==> src/wfs_pkg.sv <==
// -----------------------------------------------------------------------------
// wfs_pkg
// Types and fixed widths of the winnowing fingerprint selector.
// -----------------------------------------------------------------------------
package wfs_pkg;

   localparam int HASH_BITS = 32;
   localparam int POS_BITS  = 24;
   localparam int CFG_BITS  = 7;

   localparam logic [CFG_BITS-1:0] WIN_RESET = 7'd40;

   // input transfer payload
   typedef struct packed {
      logic [HASH_BITS-1:0] gram_hash;
      logic                 new_text;
   } wfs_req_type;

   // result transfer payload
   typedef struct packed {
      logic [HASH_BITS-1:0] fp_hash;
      logic [POS_BITS-1:0]  fp_position;
   } wfs_rsp_type;

   // control of the shared minimum unit
   typedef struct packed {
      logic clear;       // drop the running minimum (new text)
      logic take;        // a candidate is offered this cycle
      logic force_load;  // load the candidate without comparing
   } wfs_min_ctl_type;

endpackage

==> src/winnowing_fingerprint_selector.sv <==
// -----------------------------------------------------------------------------
// winnowing_fingerprint_selector
// Winnowing sliding-window minimum over a stream of k-gram hashes. Gives a
// fingerprint (hash, position) when the first window of a text fills and
// whenever the selected minimum moves. Rescans the window store when the
// selected minimum ages out of the window.
//
//   channel  direction  handshake              payload
//   req      in         req_valid / req_stall  wfs_req_type (gram_hash, new_text)
//   rsp      out        rsp_valid / rsp_stall  wfs_rsp_type (fp_hash, fp_position)
//   csr      in         csr_wr_en              csr_wr_data (window_size)
//
// Most items are handled by one compare against the running minimum.
// An item whose minimum leaves the window starts a rescan of the effective
// window size (0 counts as 1, capped at WINDOW_MAX) entries: the window store
// RAM is read one entry per cycle through its single read port.
// Reset is synchronous; no clearing pass, the window store starts unwritten.
// The result register holds a result under rsp_stall; input is taken again
// once that register is free or being drained and no rescan is running.
// -----------------------------------------------------------------------------
module winnowing_fingerprint_selector import wfs_pkg::*; #(
   parameter int WINDOW_MAX = 64
) (
   input  logic                clock,
   input  logic                reset,
   input  logic                req_valid,
   output logic                req_stall,
   input  wfs_req_type         req_data,
   output logic                rsp_valid,
   input  logic                rsp_stall,
   output wfs_rsp_type         rsp_data,
   input  logic                csr_wr_en,
   input  logic [CFG_BITS-1:0] csr_wr_data
);

   localparam int AW   = $clog2(WINDOW_MAX);
   localparam int WB   = $clog2(WINDOW_MAX + 1);
   localparam int CMPW = (WB > CFG_BITS) ? WB : CFG_BITS;

   typedef enum logic [3:0] {
      ST_IDLE  = 4'b0001,
      ST_SCAN  = 4'b0010,
      ST_DRAIN = 4'b0100,
      ST_FIN   = 4'b1000
   } wfs_state_type;

   wfs_state_type state_ff, state_in;

   logic [CFG_BITS-1:0] win_cfg_ff, win_cfg_in;
   logic [POS_BITS-1:0] count_ff, count_in;
   logic [AW-1:0]       slot_ff, slot_in;
   logic                emitted_ff, emitted_in;
   logic [POS_BITS-1:0] last_ff, last_in;
   logic [AW-1:0]       scan_a_ff, scan_a_in;
   logic [AW-1:0]       scan_base_ff, scan_base_in;
   logic [POS_BITS-1:0] issue_pos_ff, issue_pos_in;
   logic                scan_first_ff, scan_first_in;
   logic                rd_pending_ff, rd_pending_in;
   logic                rd_first_ff, rd_first_in;
   logic [POS_BITS-1:0] rd_pos_ff, rd_pos_in;
   logic                rsp_valid_ff, rsp_valid_in;
   wfs_rsp_type         rsp_data_ff, rsp_data_in;

   logic [CMPW-1:0]     cfg_ext;
   logic [CMPW-1:0]     win_sel;
   logic [WB-1:0]       win;
   logic [WB-1:0]       win_m1_full;
   logic [AW-1:0]       win_m1;
   logic                accept;
   logic                nt;
   logic [POS_BITS-1:0] eff_count;
   logic [AW-1:0]       eff_slot;
   logic                eff_emitted;
   logic [POS_BITS-1:0] eff_last;
   logic [POS_BITS-1:0] age;
   logic [POS_BITS-1:0] win_pos;
   logic [POS_BITS:0]   count_p1;
   logic                need_scan;
   logic                fill_done;
   logic [AW-1:0]       slot_next;
   logic [AW:0]         scan_idx_full;
   logic [AW-1:0]       scan_idx;

   wfs_min_ctl_type      min_ctl;
   logic [HASH_BITS-1:0] cand_hash;
   logic [POS_BITS-1:0]  cand_pos;
   logic [HASH_BITS-1:0] min_hash;
   logic [POS_BITS-1:0]  min_pos;
   logic [HASH_BITS-1:0] next_hash;
   logic [POS_BITS-1:0]  next_pos;
   logic [HASH_BITS-1:0] rd_data;

   // effective window size: zero acts as one, saturate at the store depth
   always_comb begin
      cfg_ext     = CMPW'(win_cfg_ff);
      if (cfg_ext == '0) begin
         win_sel = CMPW'(1);
      end else if (cfg_ext > CMPW'(WINDOW_MAX)) begin
         win_sel = CMPW'(WINDOW_MAX);
      end else begin
         win_sel = cfg_ext;
      end
      win         = win_sel[WB-1:0];
      win_m1_full = win - WB'(1);
      win_m1      = win_m1_full[AW-1:0];
      win_pos     = {{(POS_BITS-WB){1'b0}}, win};
   end

   // item view after an optional new-text clear
   always_comb begin
      accept      = req_valid & ~req_stall;
      nt          = req_data.new_text;
      eff_count   = nt ? '0 : count_ff;
      eff_slot    = nt ? '0 : slot_ff;
      eff_emitted = nt ? 1'b0 : emitted_ff;
      eff_last    = nt ? '0 : last_ff;
      age         = eff_count - min_pos;
      need_scan   = eff_emitted & (age >= win_pos);
      count_p1    = {1'b0, eff_count} + (POS_BITS+1)'(1);
      fill_done   = count_p1 >= {1'b0, win_pos};
      slot_next   = (eff_slot == AW'(WINDOW_MAX - 1)) ? '0 : eff_slot + AW'(1);
   end

   // read address: slot of the newest item minus the scan offset, modulo depth
   always_comb begin
      scan_idx_full = {1'b0, scan_base_ff}
                    + ((scan_base_ff < scan_a_ff) ? (AW+1)'(WINDOW_MAX) : '0)
                    - {1'b0, scan_a_ff};
      scan_idx      = scan_idx_full[AW-1:0];
   end

   // operand select for the shared minimum unit
   always_comb begin
      min_ctl   = '0;
      cand_hash = req_data.gram_hash;
      cand_pos  = eff_count;
      if (rd_pending_ff) begin
         min_ctl.take       = 1'b1;
         min_ctl.force_load = rd_first_ff;
         cand_hash          = rd_data;
         cand_pos           = rd_pos_ff;
      end else if (accept) begin
         min_ctl.clear      = nt;
         min_ctl.take       = ~need_scan;
         min_ctl.force_load = ~eff_emitted & (eff_count == '0);
      end
   end

   wfs_min_unit u_min (
      .clock     (clock),
      .reset     (reset),
      .ctl       (min_ctl),
      .cand_hash (cand_hash),
      .cand_pos  (cand_pos),
      .min_hash  (min_hash),
      .min_pos   (min_pos),
      .next_hash (next_hash),
      .next_pos  (next_pos)
   );

   wfs_ram #(
      .WIDTH (HASH_BITS),
      .DEPTH (WINDOW_MAX)
   ) u_store (
      .clock   (clock),
      .wr_en   (accept),
      .wr_addr (eff_slot),
      .wr_data (req_data.gram_hash),
      .rd_en   (state_ff == ST_SCAN),
      .rd_addr (scan_idx),
      .rd_data (rd_data)
   );

   // sequencer
   always_comb begin
      state_in      = state_ff;
      win_cfg_in    = csr_wr_en ? csr_wr_data : win_cfg_ff;
      count_in      = count_ff;
      slot_in       = slot_ff;
      emitted_in    = emitted_ff;
      last_in       = last_ff;
      scan_a_in     = scan_a_ff;
      scan_base_in  = scan_base_ff;
      issue_pos_in  = issue_pos_ff;
      scan_first_in = scan_first_ff;
      rd_pending_in = 1'b0;
      rd_first_in   = rd_first_ff;
      rd_pos_in     = rd_pos_ff;
      rsp_valid_in  = rsp_valid_ff & rsp_stall;
      rsp_data_in   = rsp_data_ff;

      unique case (state_ff)
         ST_IDLE: begin
            if (accept) begin
               count_in   = count_p1[POS_BITS-1:0];
               slot_in    = slot_next;
               emitted_in = eff_emitted;
               last_in    = eff_last;
               if (!eff_emitted) begin
                  // first window of the text still filling
                  if (fill_done) begin
                     emitted_in              = 1'b1;
                     rsp_valid_in            = 1'b1;
                     rsp_data_in.fp_hash     = next_hash;
                     rsp_data_in.fp_position = next_pos;
                     last_in                 = next_pos;
                  end
               end else if (need_scan) begin
                  state_in      = ST_SCAN;
                  scan_a_in     = win_m1;
                  scan_base_in  = eff_slot;
                  issue_pos_in  = eff_count - {{(POS_BITS-AW){1'b0}}, win_m1};
                  scan_first_in = 1'b1;
               end else if (next_pos != eff_last) begin
                  rsp_valid_in            = 1'b1;
                  rsp_data_in.fp_hash     = next_hash;
                  rsp_data_in.fp_position = next_pos;
                  last_in                 = next_pos;
               end
            end
         end
         ST_SCAN: begin
            // one read per cycle, oldest entry first
            rd_pending_in = 1'b1;
            rd_first_in   = scan_first_ff;
            rd_pos_in     = issue_pos_ff;
            issue_pos_in  = issue_pos_ff + POS_BITS'(1);
            scan_first_in = 1'b0;
            if (scan_a_ff == '0) begin
               state_in = ST_DRAIN;
            end else begin
               scan_a_in = scan_a_ff - AW'(1);
            end
         end
         ST_DRAIN: begin
            // last read data is compared this cycle
            state_in = ST_FIN;
         end
         ST_FIN: begin
            if (!(rsp_valid_ff && rsp_stall)) begin
               if (min_pos != last_ff) begin
                  rsp_valid_in            = 1'b1;
                  rsp_data_in.fp_hash     = min_hash;
                  rsp_data_in.fp_position = min_pos;
                  last_in                 = min_pos;
               end
               state_in = ST_IDLE;
            end
         end
         default: begin
            state_in = ST_IDLE;
         end
      endcase
   end

   // control registers
   always_ff @(posedge clock) begin
      if (reset) begin
         state_ff      <= ST_IDLE;
         win_cfg_ff    <= WIN_RESET;
         count_ff      <= '0;
         slot_ff       <= '0;
         emitted_ff    <= 1'b0;
         last_ff       <= '0;
         rd_pending_ff <= 1'b0;
         rsp_valid_ff  <= 1'b0;
      end else begin
         state_ff      <= state_in;
         win_cfg_ff    <= win_cfg_in;
         count_ff      <= count_in;
         slot_ff       <= slot_in;
         emitted_ff    <= emitted_in;
         last_ff       <= last_in;
         rd_pending_ff <= rd_pending_in;
         rsp_valid_ff  <= rsp_valid_in;
      end
   end

   // scan and result payload registers
   always_ff @(posedge clock) begin
      scan_a_ff     <= scan_a_in;
      scan_base_ff  <= scan_base_in;
      issue_pos_ff  <= issue_pos_in;
      scan_first_ff <= scan_first_in;
      rd_first_ff   <= rd_first_in;
      rd_pos_ff     <= rd_pos_in;
      rsp_data_ff   <= rsp_data_in;
   end

   assign req_stall = (state_ff != ST_IDLE) | (rsp_valid_ff & rsp_stall);
   assign rsp_valid = rsp_valid_ff;
   assign rsp_data  = rsp_data_ff;

endmodule

==> src/wfs_ram.sv <==
// -----------------------------------------------------------------------------
// wfs_ram
// Generic simple dual-port RAM: one write port, one read port, registered read.
// -----------------------------------------------------------------------------
module wfs_ram #(
   parameter int WIDTH = 32,
   parameter int DEPTH = 64
) (
   input  logic                     clock,
   input  logic                     wr_en,
   input  logic [$clog2(DEPTH)-1:0] wr_addr,
   input  logic [WIDTH-1:0]         wr_data,
   input  logic                     rd_en,
   input  logic [$clog2(DEPTH)-1:0] rd_addr,
   output logic [WIDTH-1:0]         rd_data
);

   logic [WIDTH-1:0] mem_ff [DEPTH];
   logic [WIDTH-1:0] rd_data_ff;

   // write port
   always_ff @(posedge clock) begin
      if (wr_en) begin
         mem_ff[wr_addr] <= wr_data;
      end
   end

   // registered read port
   always_ff @(posedge clock) begin
      if (rd_en) begin
         rd_data_ff <= mem_ff[rd_addr];
      end
   end

   assign rd_data = rd_data_ff;

endmodule

==> src/wfs_min_unit.sv <==
// -----------------------------------------------------------------------------
// wfs_min_unit
// Running minimum register with the one shared hash comparator. Strict less
// than, so on a tie the older entry stays selected.
// -----------------------------------------------------------------------------
module wfs_min_unit import wfs_pkg::*; (
   input  logic                 clock,
   input  logic                 reset,
   input  wfs_min_ctl_type      ctl,
   input  logic [HASH_BITS-1:0] cand_hash,
   input  logic [POS_BITS-1:0]  cand_pos,
   output logic [HASH_BITS-1:0] min_hash,
   output logic [POS_BITS-1:0]  min_pos,
   output logic [HASH_BITS-1:0] next_hash,
   output logic [POS_BITS-1:0]  next_pos
);

   logic [HASH_BITS-1:0] min_hash_ff, min_hash_in;
   logic [POS_BITS-1:0]  min_pos_ff, min_pos_in;
   logic [HASH_BITS-1:0] base_hash;
   logic [POS_BITS-1:0]  base_pos;
   logic                 less;
   logic                 update;

   // compare and select
   always_comb begin
      base_hash   = ctl.clear ? '0 : min_hash_ff;
      base_pos    = ctl.clear ? '0 : min_pos_ff;
      less        = cand_hash < base_hash;
      update      = ctl.take & (ctl.force_load | less);
      min_hash_in = update ? cand_hash : base_hash;
      min_pos_in  = update ? cand_pos  : base_pos;
   end

   always_ff @(posedge clock) begin
      if (reset) begin
         min_hash_ff <= '0;
         min_pos_ff  <= '0;
      end else begin
         min_hash_ff <= min_hash_in;
         min_pos_ff  <= min_pos_in;
      end
   end

   assign min_hash  = min_hash_ff;
   assign min_pos   = min_pos_ff;
   assign next_hash = min_hash_in;
   assign next_pos  = min_pos_in;

endmodule

==> config.mk <==
export PLATFORM = sky130hd
export DESIGN_NAME = winnowing_fingerprint_selector
export DESIGN_NICKNAME = d
export VERILOG_FILES = /design/src/wfs_pkg.sv /design/src/winnowing_fingerprint_selector.sv /design/src/wfs_ram.sv /design/src/wfs_min_unit.sv
export SDC_FILE = /design/constraint.sdc
export NUM_CORES = 2
export LEC_CHECK = 0
export BUFFER_PORTS_ARGS = -buffer_cell sky130_fd_sc_hd__buf_2
export CAP_MARGIN = 20
export CORE_MARGIN = 2
export CORE_UTILIZATION = 49
export DETAILED_ROUTE_END_ITERATION = 10
export PLACE_DENSITY = 0.75
export SYNTH_ARGS = -nofsm -noshare
export SYNTH_HDL_FRONTEND = slang
export SYNTH_SLANG_ARGS = --single-unit
export TNS_END_PERCENT = 5
==> constraint.sdc <==
create_clock -name clock -period 13.8 [get_ports clock]
set_input_delay 3.45 -clock clock [delete_from_list [all_inputs] [get_ports clock]]
set_output_delay 3.45 -clock clock [all_outputs]
set_load 0.1 [all_outputs]
# [Word level (Yosys, flattened, before mapping)]
# Memory sizes are Yosys's and may differ from the RTL's. A register that Yosys moved wholly into a read port is not among the register bits.
# Cells that the tools add are included.
[totals] mem_count=1 wordCells=137 output_inout_bits=58 in_bits=45 mem_bits_rw=2048 regBits=242
[op_classes] n_mux=64 n_addsub=9 n_bitwise=10 magnitude_cmp=4 eq_ne=18 reduce_logical=13
[mem_list] name="u_store.mem_ff" depth=64 width=32 read_ports=1 rd_ports_with_merged_regs=1 wr=1 line_no="wfs_ram.sv:18" text="logic [WIDTH-1:0] mem_ff [DEPTH];"
[ops] operator="$mux W56" n=7
[ops] operator="$mux W24" n=15
[ops] operator="$pmux W56 S2" n=1
[ops] operator="$mux W32" n=3
[ops] operator="$pmux W24 S2" n=2
[ops] operator="$ne A24 B24 Y1" n=2
[ops] operator="$mux W6" n=6
[ops] operator="$lt A32 B32 Y1" n=1
[ops] operator="$add A24 B1 Y25 const B" n=1
[ops] operator="$ge A25 B7 Y1" n=1
[ops] operator="$add A24 B1 Y24 const B" n=1
[ops] operator="$ge A24 B7 Y1" n=1
[ops] operator="$logic_not A24 Y1" n=1
[ops] operator="$sub A24 B24 Y24" n=1
[ops] operator="$sub A24 B6 Y24" n=1
[ops] operator="$mux W4" n=5
[ops] operator="$mux W1" n=17
[ops] operator="$pmux W4 S4" n=1
[ops] operator="$mux W7" n=2
[ops] operator="$ne A2 B2 Y1 const B" n=7
[ops] operator="$pmux W6 S2" n=1
[ops] operator="$reduce_and A4 Y1" n=3
[ops] operator="$sub A6 B1 Y6 const B" n=2
[ops] operator="$reduce_and A5 Y1" n=2
[ops] operator="23 further kinds" n=34

# [Logic depth before layout (Yosys ltp)]
[depth] ltp_word=19 ltp_mapped=32 depth_no_buf=24

# [Hierarchy]
# From an unflattened synthesis, not the netlist that was laid out.
[unflattened] hier_cells=5353 hier_area_um2=96427.5
[by_module_without_submodules] module="wfs_ram" n_inst=1 cells_per_inst=3324 area_each_um2=78833.1 seq_area_each_um2=62459.9
[by_module_without_submodules] module="winnowing_fingerprint_selector" n_inst=1 cells_per_inst=1571 area_each_um2=14062.2 seq_area_each_um2=4904.7
[by_module_without_submodules] module="wfs_min_unit" n_inst=1 cells_per_inst=458 area_each_um2=3532.1 seq_area_each_um2=1121.1

# [Worst setup path after synthesis]
# OpenSTA, ideal clock, no wires.
[synth_path] path_kind="input to register" startpoint="input req_data[0] (netlist bit)" endpoint="register rsp_data_ff (netlist bit rsp_data[0]), enable pin" required_time_ns=13.330 arrival_ns=11.427 slack_ns=1.903 setup_time_ns=0.470 stages=26 n_path_buf=7 path_cell_list="buf_6 nor2b_1 nand4_1 clkbuf_1 clkbuf_1 clkbuf_1 buf_1 clkbuf_1 nand2_1 ha_1 or4b_2 a211oi_1 a2111o_1 a31oi_1 o211ai_1 o211a_1 nand4_1 o21ai_4 buf_6 mux2_2 a22oi_1 nand3_1 and3_1 a31oi_1 nor3_1 nor2_1"
[synth_between] elab_chain_len=12 word_cells_on_any_way=27 classes_between="2 x add/sub; 3 x order compare; 4 x eq/ne; 10 x mux; 6 x bitwise; 2 x reduce/logical"
[synth_lines] item="start, declared" line_no="winnowing_fingerprint_selector.sv:28" text="input wfs_req_type req_data,"
[synth_lines] item="$mux W24" line_no="winnowing_fingerprint_selector.sv:113" text="eff_count = nt ? '0 : count_ff;"
[synth_lines] item="$sub A24 B24 Y24" line_no="winnowing_fingerprint_selector.sv:117" text="age = eff_count - min_pos;"
[synth_lines] item="$ge A24 B7 Y1" line_no="winnowing_fingerprint_selector.sv:118" text="need_scan = eff_emitted & (age >= win_pos);"
[synth_lines] item="$and A1 B1 Y1" line_no="winnowing_fingerprint_selector.sv:118"
[synth_lines] item="$not A1 Y1" line_no="winnowing_fingerprint_selector.sv:144" text="min_ctl.take = ~need_scan;"
[synth_lines] item="$mux W3" line_no="winnowing_fingerprint_selector.sv:142" text="end else if (accept) begin"
[synth_lines] item="$mux W2" line_no="winnowing_fingerprint_selector.sv:137" text="if (rd_pending_ff) begin"
[synth_lines] item="$and A1 B1 Y1" line_no="wfs_min_unit.sv:30" text="update = ctl.take & (ctl.force_load | less);"
[synth_lines] item="$mux W24" line_no="wfs_min_unit.sv:32" text="min_pos_in = update ? cand_pos : base_pos;"
[synth_lines] item="$ne A24 B24 Y1" line_no="winnowing_fingerprint_selector.sv:214" text="end else if (next_pos != eff_last) begin"
[synth_lines] item="$ne A3 B3 Y1 (no line)"
[synth_lines] item="$reduce_and A7 Y1 (no line) *"
[synth_lines] item="end signal, assigned" line_no="winnowing_fingerprint_selector.sv:287" text="rsp_data_ff <= rsp_data_in;"
[synth_lines] item="end, declared" line_no="winnowing_fingerprint_selector.sv:62" text="wfs_rsp_type rsp_data_ff, rsp_data_in;"
# Every way passes the cells marked *; elsewhere a longest branch is shown, timed or not.
# A chain may end at the register's enable or synchronous reset.

# [Worst setup path in the final report]
[layout_path] startpoint="input req_data[0] (netlist bit)" endpoint="register last_ff[2]"
[layout_between] word_cells_on_any_way=29 classes_between="2 x add/sub; 3 x order compare; 1 x eq/ne; 16 x mux; 6 x bitwise; 1 x reduce/logical"
[layout_lines] item="$mux W24" line_no="winnowing_fingerprint_selector.sv:113"
[layout_lines] item="$add A24 B1 Y25" line_no="winnowing_fingerprint_selector.sv:119" text="count_p1 = {1'b0, eff_count} + (POS_BITS+1)'(1);"
[layout_lines] item="via count_p1[0]" line_no="winnowing_fingerprint_selector.sv:77" text="logic [POS_BITS:0] count_p1;"
[layout_lines] item="$ge A25 B7 Y1" line_no="winnowing_fingerprint_selector.sv:120" text="fill_done = count_p1 >= {1'b0, win_pos};"
[layout_lines] item="$mux W24" line_no="winnowing_fingerprint_selector.sv:201" text="if (fill_done) begin"
[layout_lines] item="$mux W24" line_no="winnowing_fingerprint_selector.sv:199" text="if (!eff_emitted) begin"
[layout_lines] item="$mux W24" line_no="winnowing_fingerprint_selector.sv:194" text="if (accept) begin"
[layout_lines] item="$pmux W24 S2" line_no="winnowing_fingerprint_selector.sv:192" text="unique case (state_ff)"
[layout_lines] item="end signal, assigned" line_no="winnowing_fingerprint_selector.sv:273" text="last_ff <= last_in;"
[layout_lines] item="end, declared" line_no="winnowing_fingerprint_selector.sv:53" text="logic [POS_BITS-1:0] last_ff, last_in;"
# The timed path passes the listed nets, and every way through them passes these cells. The select of a mux whose other input is x is not followed.

==> out/qor.yml <==
worst_hold_path:
  hold_end: "rd_first_ff"
  min_path_type: "register to register"
  hp-start: "scan_first_ff"
  hold_depth: 0
place:
  gp_congestion: 0.958
  dp_cells: 7737
  io_buffers: 102
  hpwl_um: 146000
  place_area_um2: 100000
  place_ws_ns: 1.80
timing:
  finalCritPeriodShare_pct: 81.9
  fin_setup_tns_ns: 0
  timing.clock.skew_ns: 0.0797
  hold_violations: 0
  setup_viol: 0
  fin_hold_ws_ns: 0.451
  min_period_ns: 11.30
  slew_violations: 0
  tightestPinTransition_ns: 1.18
  max_freq_mhz: 88.5
  rsz0062_at_grt: "false"
  slew_headroom_pct: 18.8
  setup_slack_ns: 2.50
logic_synthesis:
  synth.most_common_cell: "edfxtp_1"
  synth_top_area_share_pct: 68.7
  syn_inst: 5166
  synth-main-ff-cell: "edfxtp_1"
  synth_largest_area_cell: "edfxtp_1"
  synth-edff-count: 2198
  seq_area_frac_synth_pct: 71.3
  synthTopCellsByCount: "edfxtp_1 (2198), mux4_2 (640), nor2_1 (282), nand2_1 (223), clkbuf_1 (215)"
  syn-mean-instance-area_um2: 18.6
  ys_ff_latch: 2322
  ys_types: 92
  netlist_area_um2: 96000
  synth_nets: 5297
  yosysWarnings: 0
  async_reset_ff_share_pct: 0
  netlist_top_cells_area: "edfxtp_1 (69%), mux4_2 (15%), dfxtp_1 (2.6%)"
worst_setup_path:
  cp_max_fo: 64
  r2r_cells: 21
  cp-start-kind: "primary input"
  cp.buffers_inverters: 4
  crit_required_ns: 14.47
  worstSetupEndpointType: "register"
  cp_top_family: "compound AO/OA/AOI/OAI gates"
  slowest_delay_ns: 0.86
  reg2reg_from: "rd_pending_ff"
  worstPathArrival_ns: 11.97
  criticalPathCategory: "primary input to register"
  r2r_slack_ns: 5.22
  slowest_stage: "o21ai_4"
  reg2reg_to: "last_ff[2]"
route:
  dr.pass1.iters: 8
  antenna_left: 0
  drc: 0
  avgViaCountPerCell: 6.44
  avgRoutedWirePerCell_um: 32.2
  drt_iter0_drc: 7529
  vias: 52500
  wirelength_um: 263000
cells_and_area:
  fillers: 14300
  fin_util_pct: 55.3
  layout-drive-gt1-share_pct: 24.3
  area_growth_pct: 12.1
  final_area_um2: 108000
  layoutNonFillerInstCount: 8154
  fin_nets: 5472
power:
  peakVddDrop_v: 0.000165
  finalPower_mw: 15.0
  p_per_area_nw_per_um2: 139
  p_leak_nw: 34.3
grt:
  gr-max-usage-layer: "met2"
  use_met1_pct: 34.6
  use_met2_pct: 42.5
  grt_pass1_vias: 51900
  grt_max_degree: 126
  grtUsageMet3_pct: 5.90
  grt_usage_pct: 26.2
  antenna_found_initial: 14
  grt.overflow.total: 0
  grt_pass1_wl_um: 373000
clock_network:
  clkSinkCount: 2322
  postCtsSetupRepairBufs: 0
  cts_root_buffer: "clkbuf_16"
  cts.clk_slew.worst_paths_ns: 0.07
  clk_latency_ns: 0.88
  cts-htree-levels: 4
  cts_resized: 0
  cts_hold_buf: 0
  cts_tree: "done"
  numCtsBuffers: 217
  clk_path_buf_depth: 3
outcome:
  status: "finished clean"
floorplan:
  core_area_um2: 195000
  rows: 162
  die_y_um: 447
  dieArea_um2: 200000
  start_util_pct: 49.3
  fp.dieW_um: 447
  io_pins: 103
flow_run:
  cap_violations: 0
## layer usage
metal | part of all wire (%) | wire [um] | vias to the layer above
met3 | 11 | 28000 | 624
li1 | - | - | 21400
met4 | 4.6 | 12000 | 6
met1 | 36 | 95200 | 27100
met5 | 0.021 | 56 | -
met2 | 49 | 128000 | 3366
## cells by family after synthesis
kind of cell	Yosys count	synth area share, %
AOI/OAI and AO/OA	644	4.48
buffers and inverters	422	1.72
DFF	2322	71.3
and+or+nand+nor	826	4.12
muxes	751	16.2
xor gates and xnor gates	113	1.03
adders and majority gates	88	1.16
## state kept, by name, indices dropped and copies added (netlist names), 4 cells and up
signal,cells
cfg_ext,7
count_ff,24
issue_pos_ff,24
last_ff,24
rd_pos_ff,24
rsp_data,56
scan_a_ff,6
scan_base_ff,6
slot_ff,6
state_ff,4
u_min.min_hash,32
u_min.min_pos,24
u_store.mem_ff,2048
u_store.rd_data,32
## final cells by class
type,count,area [um^2],share of cell area (%)
clock inverters,134,1380,1.28
repair buffers,271,1950,1.81
flip-flops and latches,2322,68500,63.6
well taps,2624,3280,3.05
clock buffers,269,5690,5.28
multi-input cells,2422,26500,24.6
inverters,107,404,0.375
diodes,5,12.5,0.0116
## power by group
| part | leakage [nW] | internal, mW | switching, mW |
|---|---|---|---|
| registers | 20.8 | 7.77 | 0.0434 |
| logic | 10.1 | 0.418 | 0.829 |
| clock network | 3.43 | 3.31 | 2.64 |
## worst max path at each step
stage / startpoint / end / slack, ns / cells after the start
floorplan: req_data[0] / rsp_data[0] / 1.90 / 26
global placement: req_data[0] / last_ff[2] / 1.90 / 27
detailed placement: req_data[0] / last_ff[2] / 1.80 / 27
CTS: req_data[0] / last_ff[2] / 2.69 / 27
global route: req_data[0] / last_ff[2] / 2.02 / 27
finish: req_data[0] / last_ff[2] / 2.50 / 27
## cell usage in the layout, fill, tap and decap left out, drive strengths merged, types with 16 or more instances in the layout
cell	synthesis	layout
bufinv	0	20
a21o	17	17
nand2	223	223
nor2b	71	71
a21oi	151	151
nor3	34	34
and3	27	27
o21a	28	28
nand2b	16	16
xor2	26	26
o221ai	16	16
nand3	49	49
clkinv	0	100
xnor2	87	87
o21ai	157	157
a211oi	99	99
a22oi	19	19
a31oi	21	21
nor4	17	17
o211ai	44	44
clkbuf	216	270
edfxtp	2198	2198
nand4	33	33
ha	83	83
nor2	282	282
buf	99	270
inv	107	115
mux2i	101	101
dfxtp	124	124
mux4	640	640
Note: power is estimated with default switching activity, not from simulation.
